`src/sv/scbt_pkg.sv`:
```
// Shared types and constants for the strike count blocklist table.
`default_nettype none
package scbt_pkg;

	localparam int ENTRIES_DEF = 16;
	localparam int KEY_W = 22;
	localparam int CNT_W = 8;

	localparam logic [CNT_W-1:0] COUNT_MAX = 8'hFF;
	localparam logic [CNT_W-1:0] THRESH_RESET = 8'd3;
	localparam logic [CNT_W-1:0] COUNT_ONE = 8'd1;

	localparam logic [1:0] MODE_QUERY = 2'd0;
	localparam logic [1:0] MODE_FAIL = 2'd1;
	localparam logic [1:0] MODE_REMOVE = 2'd2;
	localparam logic [1:0] MODE_RESET_CNT = 2'd3;

	typedef struct packed {
		logic [1:0] mode;
		logic [KEY_W-1:0] proc_id;
		logic signed [31:0] user_id;
	} req_t;

	typedef struct packed {
		logic is_blocked;
		logic none_blocked;
		logic table_full;
	} rsp_t;

	// Token that walks the row of cells: first a search sweep, then an apply sweep.
	typedef struct packed {
		logic vld;
		logic apply;
		logic [1:0] mode;
		logic [KEY_W-1:0] key;
		logic root;
		logic found;
		logic alloc;
		logic hit;
		logic nb;
	} tok_t;

endpackage
`default_nettype wire

```
`src/sv/scbt_cell.sv`:
```
// One table entry of the row, with the registered token stage in front of its neighbour.
`default_nettype none
module scbt_cell (
	input  wire logic                                clk,
	input  wire logic                                arst_n,
	input  wire logic [scbt_pkg::CNT_W-1:0]          thresh,
	input  wire scbt_pkg::tok_t                      tok_in,
	output scbt_pkg::tok_t                           tok_out
);

	logic [scbt_pkg::KEY_W-1:0] key_q;
	logic used_q;
	logic counting_q;
	logic [scbt_pkg::CNT_W-1:0] count_q;
	logic blocked_q;
	scbt_pkg::tok_t tok_q;

	logic match;
	logic n_used;
	logic n_counting;
	logic [scbt_pkg::CNT_W-1:0] n_count;
	logic n_blocked;
	logic key_we;
	logic [scbt_pkg::CNT_W-1:0] inc;
	scbt_pkg::tok_t t;

	assign match = used_q && (key_q == tok_in.key);

	always_comb begin
		n_used = used_q;
		n_counting = counting_q;
		n_count = count_q;
		n_blocked = blocked_q;
		key_we = 1'b0;
		t = tok_in;
		inc = counting_q ? count_q : '0;
		if (inc != scbt_pkg::COUNT_MAX) begin
			inc = inc + scbt_pkg::COUNT_ONE;
		end
		if (tok_in.vld && tok_in.apply) begin
			if (match) begin
				case (tok_in.mode)
					scbt_pkg::MODE_QUERY: begin
						t.hit = tok_in.hit | (blocked_q & ~tok_in.root);
					end
					scbt_pkg::MODE_FAIL: begin
						n_count = inc;
						n_counting = 1'b1;
						if (inc > thresh) begin
							n_blocked = 1'b1;
						end
						t.hit = n_blocked;
					end
					scbt_pkg::MODE_REMOVE: begin
						n_used = 1'b0;
						n_counting = 1'b0;
						n_count = '0;
						n_blocked = 1'b0;
					end
					default: begin
						// Reset count: a blocked entry keeps its mark and stays in use.
						n_counting = 1'b0;
						n_count = '0;
						n_used = blocked_q;
					end
				endcase
			end else if (tok_in.mode == scbt_pkg::MODE_FAIL && !tok_in.found &&
					!tok_in.alloc && !used_q) begin
				// The first free entry along the row takes an unknown id.
				key_we = 1'b1;
				n_used = 1'b1;
				n_counting = 1'b1;
				n_count = scbt_pkg::COUNT_ONE;
				n_blocked = scbt_pkg::COUNT_ONE > thresh;
				t.alloc = 1'b1;
				t.hit = n_blocked;
			end
			t.nb = tok_in.nb & ~(n_used & n_blocked);
		end else if (tok_in.vld) begin
			t.found = tok_in.found | match;
		end
	end

	always_ff @(posedge clk or negedge arst_n) begin
		if (!arst_n) begin
			used_q <= 1'b0;
			counting_q <= 1'b0;
			count_q <= '0;
			blocked_q <= 1'b0;
			tok_q <= '0;
		end else begin
			used_q <= n_used;
			counting_q <= n_counting;
			count_q <= n_count;
			blocked_q <= n_blocked;
			tok_q <= t;
		end
	end

	always_ff @(posedge clk) begin
		if (key_we) begin
			key_q <= tok_in.key;
		end
	end

	assign tok_out = tok_q;

endmodule
`default_nettype wire

```
`src/sv/strike_count_blocklist_table.sv`:
```
// Top level of the strike count blocklist table: request intake, cell row and result buffer.
//
// Requests arrive on req (req_valid/req_ready) and each gives one result item on rsp
// (rsp_valid/rsp_ready). An item walks the row of ENTRIES cells twice, one cell per
// cycle: a search sweep that finds whether the id is held, then an apply sweep that
// updates the matching entry, or for a failure of an unknown id allocates the lowest
// free one, and gathers the result. The result goes to the output register when the
// apply sweep ends; a new request is taken only once the item before it has left the
// row, as req_ready only rises in the cycle after the apply sweep has finished.
// A finished result waits in the output register while the next request runs; a second
// result that finishes before the first is taken goes to a skid register, and
// req_ready stays low while that register is full.
// The failure threshold is written through cfg_we/cfg_wdata; the user must do so only while
// the block is idle, which the block itself does not enforce. Reset empties the whole table
// at once, clears the result registers and sets the threshold to three.
`default_nettype none
module strike_count_blocklist_table #(
	parameter int ENTRIES = scbt_pkg::ENTRIES_DEF
) (
	input  wire logic                       clk,
	input  wire logic                       arst_n,
	input  wire logic                       req_valid,
	output logic                            req_ready,
	input  wire scbt_pkg::req_t             req,
	output logic                            rsp_valid,
	input  wire logic                       rsp_ready,
	output scbt_pkg::rsp_t                  rsp,
	input  wire logic                       cfg_we,
	input  wire logic [scbt_pkg::CNT_W-1:0] cfg_wdata
);

	logic [scbt_pkg::CNT_W-1:0] thresh_q;
	logic busy_q;
	logic out_v_q;
	logic skid_v_q;
	scbt_pkg::rsp_t out_q;
	scbt_pkg::rsp_t skid_q;

	scbt_pkg::tok_t chain [ENTRIES+1];
	scbt_pkg::tok_t tail;
	scbt_pkg::rsp_t fin_data;
	logic [ENTRIES-1:0] tok_vld;
	logic accept;
	logic fin;
	logic take;

	assign req_ready = !busy_q && !skid_v_q;
	assign accept = req_valid && req_ready;
	assign tail = chain[ENTRIES];
	assign fin = tail.vld && tail.apply;
	assign take = out_v_q && rsp_ready;

	always_comb begin
		chain[0] = '0;
		if (tail.vld && !tail.apply) begin
			// Search sweep is done: send the same item round for the apply sweep.
			chain[0] = tail;
			chain[0].apply = 1'b1;
			chain[0].alloc = 1'b0;
			chain[0].hit = 1'b0;
			chain[0].nb = 1'b1;
		end else begin
			chain[0].vld = accept;
			chain[0].mode = req.mode;
			chain[0].key = req.proc_id;
			chain[0].root = (req.user_id == 32'sd0);
		end
	end

	for (genvar i = 0; i < ENTRIES; i++) begin : g_cell
		scbt_cell u_cell (
			.clk     (clk),
			.arst_n  (arst_n),
			.thresh  (thresh_q),
			.tok_in  (chain[i]),
			.tok_out (chain[i+1])
		);
		assign tok_vld[i] = chain[i+1].vld;
	end

	always_comb begin
		fin_data.is_blocked = tail.hit;
		fin_data.none_blocked = tail.nb;
		fin_data.table_full = (tail.mode == scbt_pkg::MODE_FAIL) && !tail.found &&
			!tail.alloc;
	end

	always_ff @(posedge clk or negedge arst_n) begin
		if (!arst_n) begin
			thresh_q <= scbt_pkg::THRESH_RESET;
			busy_q <= 1'b0;
			out_v_q <= 1'b0;
			skid_v_q <= 1'b0;
		end else begin
			if (cfg_we) begin
				thresh_q <= cfg_wdata;
			end
			if (accept) begin
				busy_q <= 1'b1;
			end else if (fin) begin
				busy_q <= 1'b0;
			end
			if (fin) begin
				if (!out_v_q || take) begin
					out_v_q <= 1'b1;
				end else begin
					skid_v_q <= 1'b1;
				end
			end else if (take) begin
				if (skid_v_q) begin
					skid_v_q <= 1'b0;
				end else begin
					out_v_q <= 1'b0;
				end
			end
		end
	end

	always_ff @(posedge clk) begin
		if (fin) begin
			if (!out_v_q || take) begin
				out_q <= fin_data;
			end else begin
				skid_q <= fin_data;
			end
		end else if (take && skid_v_q) begin
			out_q <= skid_q;
		end
	end

	assign rsp_valid = out_v_q;
	assign rsp = out_q;

	a_one_token: assert property (@(posedge clk) disable iff (!arst_n)
		$onehot0(tok_vld))
		else $error("more than one item in the cell row");

	a_fin_busy: assert property (@(posedge clk) disable iff (!arst_n)
		fin |-> busy_q)
		else $error("item finished while the block was idle");

	a_fin_skid: assert property (@(posedge clk) disable iff (!arst_n)
		fin |-> !skid_v_q)
		else $error("item finished with the skid register still full");

	a_skid_out: assert property (@(posedge clk) disable iff (!arst_n)
		skid_v_q |-> out_v_q)
		else $error("skid register full with the output register empty");

	a_busy_ready: assert property (@(posedge clk) disable iff (!arst_n)
		accept |=> busy_q && !req_ready)
		else $error("request taken while an item was in the row");

endmodule
`default_nettype wire

```
`config.mk`:
```
export PLATFORM = sky130hd
export DESIGN_NAME = strike_count_blocklist_table
export DESIGN_NICKNAME = d
export VERILOG_FILES = /design/src/sv/scbt_pkg.sv /design/src/sv/scbt_cell.sv /design/src/sv/strike_count_blocklist_table.sv
export SDC_FILE = /design/constraint.sdc
export NUM_CORES = 2
export LEC_CHECK = 0
export BUFFER_PORTS_ARGS = -buffer_cell sky130_fd_sc_hd__buf_2
export CAP_MARGIN = 20
export CORE_MARGIN = 2
export CORE_UTILIZATION = 58
export CTS_CLUSTER_DIAMETER = 120
export DETAILED_ROUTE_END_ITERATION = 7
export PLACE_DENSITY_LB_ADDON = 0.1
export SLEW_MARGIN = 20
export SYNTH_ARGS = -nofsm -noshare
export SYNTH_HDL_FRONTEND = slang
export SYNTH_SLANG_ARGS = --single-unit
```
`constraint.sdc`:
```
create_clock -name clk -period 4.4 [get_ports clk]
set_input_delay 0.44 -clock clk [delete_from_list [all_inputs] [get_ports clk]]
set_output_delay 0.44 -clock clk [all_outputs]
set_load 0.02 [all_outputs]
```
==> impl_metrics.json <==
{
  "initial_core_util": 0.583,
  "ys_ff_latch": 1041,
  "synth-seq-area-share": 0.618,
  "cp-end-kind": "flip-flop",
  "synth.top_cells.by_area": "dfrtp_1, edfxtp_1, ha_1",
  "leakage_uw": 0.0210,
  "grtUsageMet1": 0.373,
  "area_growth_syn_to_layout_pct": 12.0,
  "synth_edf_count": 358,
  "vias_per_cell": 5.86,
  "clockBufferDepth": 3,
  "p_per_area_mw_per_mm2": 401,
  "antenna_found_initial": 3,
  "synth_common_cells": "dfrtp_1, edfxtp_1, nand2_1",
  "grt_pass1_wl_um": 161000,
  "worstHoldPathType": "in2reg",
  "crit_path_max_fanout": 10,
  "netlist_instances": 3588,
  "drt_iter0_drc": 2377,
  "firstDrtPassIters": 5,
  "place.port_buffers": 73,
  "track_usage": 0.260,
  "globalRouteMet3Util": 0.0342,
  "run_status": "completed",
  "ys_async_sr_fraction": 0.656,
  "startpoint": "g_cell[9].u_cell.counting_q",
  "maxSlewHeadroom": 0.245,
  "cp_slowest_stage_delay_ns": 0.59,
  "dieWidth_um": 283,
  "critPathLaunchType": "flip-flop",
  "cts.sinks": 1041,
  "wl_um": 102000,
  "tightest_slew_ns": 1.13,
  "cts_buffers": 104,
  "worstPathArrival_ns": 4.27,
  "core_sq_mm": 0.0772,
  "hp-start": "cfg_wdata[0]",
  "cts-htree-levels": 3,
  "rr_startpoint": "g_cell[9].u_cell.counting_q",
  "max-cap-violations": 0,
  "fin_skew_ns": 0.0221,
  "synth_largest_area_cell": "dfrtp_1",
  "yosys.area.top_type_share": 0.378,
  "r2r_cells": 15,
  "whs_endpoint": "thresh_q[0]",
  "setup_viol": 0,
  "fin_setup_tns_ns": 0,
  "maxSlewViolCount": 0,
  "yosysMostFrequentCell": "dfrtp_1",
  "yosysWarnings": 0,
  "cts_tree": "yes",
  "path_cells": "and2_1 -> ha_1 -> nand2_1 -> or4_1 -> nand4_1 -> xnor2_1 -> and2_1 -> ha_1 -> nand3_1 -> o21bai_1 -> a21oi_1 -> a2111oi_0 -> nor3_1 -> a311oi_1 -> a22oi_1",
  "row_count": 102,
  "routedWlPerCell_um": 20.9,
  "grt_max_degree": 91,
  "cpMaxStageDelayCell": "or4_1",
  "syn_area_per_cell_sq_um": 12.6,
  "synth_area_sq_mm": 0.0450,
  "critPathKind": "reg2reg",
  "synthDistinctLibCells": 84,
  "drcViolationCount": 0,
  "ff2ff_setup_slack_ns": 0.65,
  "dp_hpwl_um": 72500,
  "drtAntennaViolNets": 0,
  "dp_slack_ns": 0.745,
  "finalCriticalPeriod_ns": 3.75,
  "synth_flop_cell": "dfrtp_1",
  "clk_latency_ns": 0.67,
  "hold_depth": 2,
  "design.portCount": 74,
  "rsz0062_at_grt": "no",
  "layout_setup_ws_ns": 0.645,
  "finalHoldViolCount": 0,
  "peakVddDrop_uv": 424,
  "root_buffer": "clkbuf_16",
  "drive_gt1_frac": 0.102,
  "met2_usage": 0.419,
  "gp_congestion": 0.903,
  "via_count": 28600,
  "cts.clk_slew.worst_paths_ns": 0.06,
  "fin_nets": 4015,
  "timing.rr.end": "g_cell[9].u_cell.blocked_q",
  "finalCritPeriodShare": 0.853,
  "die_height_um": 283,
  "grt-ovfl-total": 0,
  "dieArea_sq_mm": 0.0799,
  "fmax_mhz": 266,
  "grt_pass1_vias": 28500,
  "critPathRequiredTime_ns": 4.92,
  "grt-busiest-layer": "met2",
  "mappedNetlistNets": 3849
}
[worst max-delay path, delay by kind of cell, from the launching register on]
family	cells	cell delay, ns
xor gates and xnor gates	1	0.06
adders and majority gates	2	0.55
AOI/OAI and AO/OA	5	1.01
and+or+nand+nor	7	1.50
DFF	1	0.50
[registers in the layout (all words and copies together), names as in the netlist]
name / count
rsp: 3
g_cell.u_cell.key_q: 352
g_cell.u_cell.blocked_q: 16
g_cell.u_cell.count_q: 128
g_cell.u_cell.used_q: 16
g_cell.u_cell.counting_q: 16
g_cell.u_cell.tok_out: 496
rsp_valid: 1
skid_q: 3
busy_q: 1
skid_v_q: 1
thresh_q: 8
[logic make-up after synthesis]
logic type,Yosys count,synth area share
AND/OR/NAND/NOR,1046,0.119
flip-flops,1041,0.618
multiplexers,92,0.0222
buffers and inverters,237,0.0202
adder cells (fa/ha/maj),192,0.0533
XOR/XNOR,429,0.0834
AO/OA/AOI/OAI,551,0.0836
[per-stage QoR]
stage          total power [uW]  hold slack (ns)  cell area (sq um)   util  std cells
2_1_floorplan             11000            0.144              45000      -       3588
3_3_place_gp              11500            0.385              46900  0.607       4678
3_5_place_dp              11500            0.378              46900  0.607       4679
4_1_cts                   20400           0.0211              50400  0.653       4881
5_1_grt                   20900           0.0222              50500  0.653       4881
6_report                  20200           0.0491              50500  0.654       4882
[area by class of cell]
type                       count  area [sq um]
sequential                  1041         27800
fill                        5752         26800
multi-input combinational   2310         16400
clock buffer                 151          3000
tap                         1040          1300
timing repair buffer         119           831
inverter                     178           668
clock inverter                42           448
antenna                        1          2.50
[worst max path at each step]
stage	to	slack, ns
after global placement	g_cell[8].u_cell.tok_out[0]	0.79
after floorplan	g_cell[8].u_cell.tok_out[0]	0.89
final	g_cell[9].u_cell.blocked_q	0.65
after global routing	g_cell[9].u_cell.blocked_q	0.23
after CTS	g_cell[9].u_cell.blocked_q	0.72
after detailed placement	g_cell[9].u_cell.blocked_q	0.74
[repair_timing]
action,CTS,global route
gates resized for setup,0,0
setup buffers,0,0
hold buffers,9,0
endpoints found under the hold margin,77,0
[per-layer routing]
layer / vias to the layer above / routed length [um]
met5: - / 0
met4: 0 / 2620
met3: 194 / 4670
met2: 819 / 48800
met1: 14300 / 45900
li1: 13300 / -
[cell usage in the layout (no fill, tap or decap), types with 28 or more instances in the layout]
master     synthesis  layout
a21oi_1          106     105
a31oi_1           30      30
and2_1            46      46
and3_1            43      43
buf_2              0      72
buf_4              1      30
clkbuf_1          56      28
clkbuf_16          0     107
dfrtp_1          681     681
edfxtp_1         358     358
ha_1             192     192
inv_1            177     174
mux2_2            51      51
mux2i_1           34      34
nand2_1          293     293
nand3_1           83      83
nand4_1          110     110
nor2_1           160     152
nor2b_1           50      50
nor3_1            68      66
nor4_1            83      82
o21ai_0          131     131
xnor2_1          161     161
xor2_1           268     268
[power breakdown]
group | leakage (uW) | internal, uW | switching (uW) | total [uW]
logic | 0.00747 | 300 | 555 | 855
registers | 0.0118 | 10200 | 276 | 10500
clock network | 0.00169 | 5160 | 3700 | 8860
No activity file was read; power rests on OpenSTA's default activity.
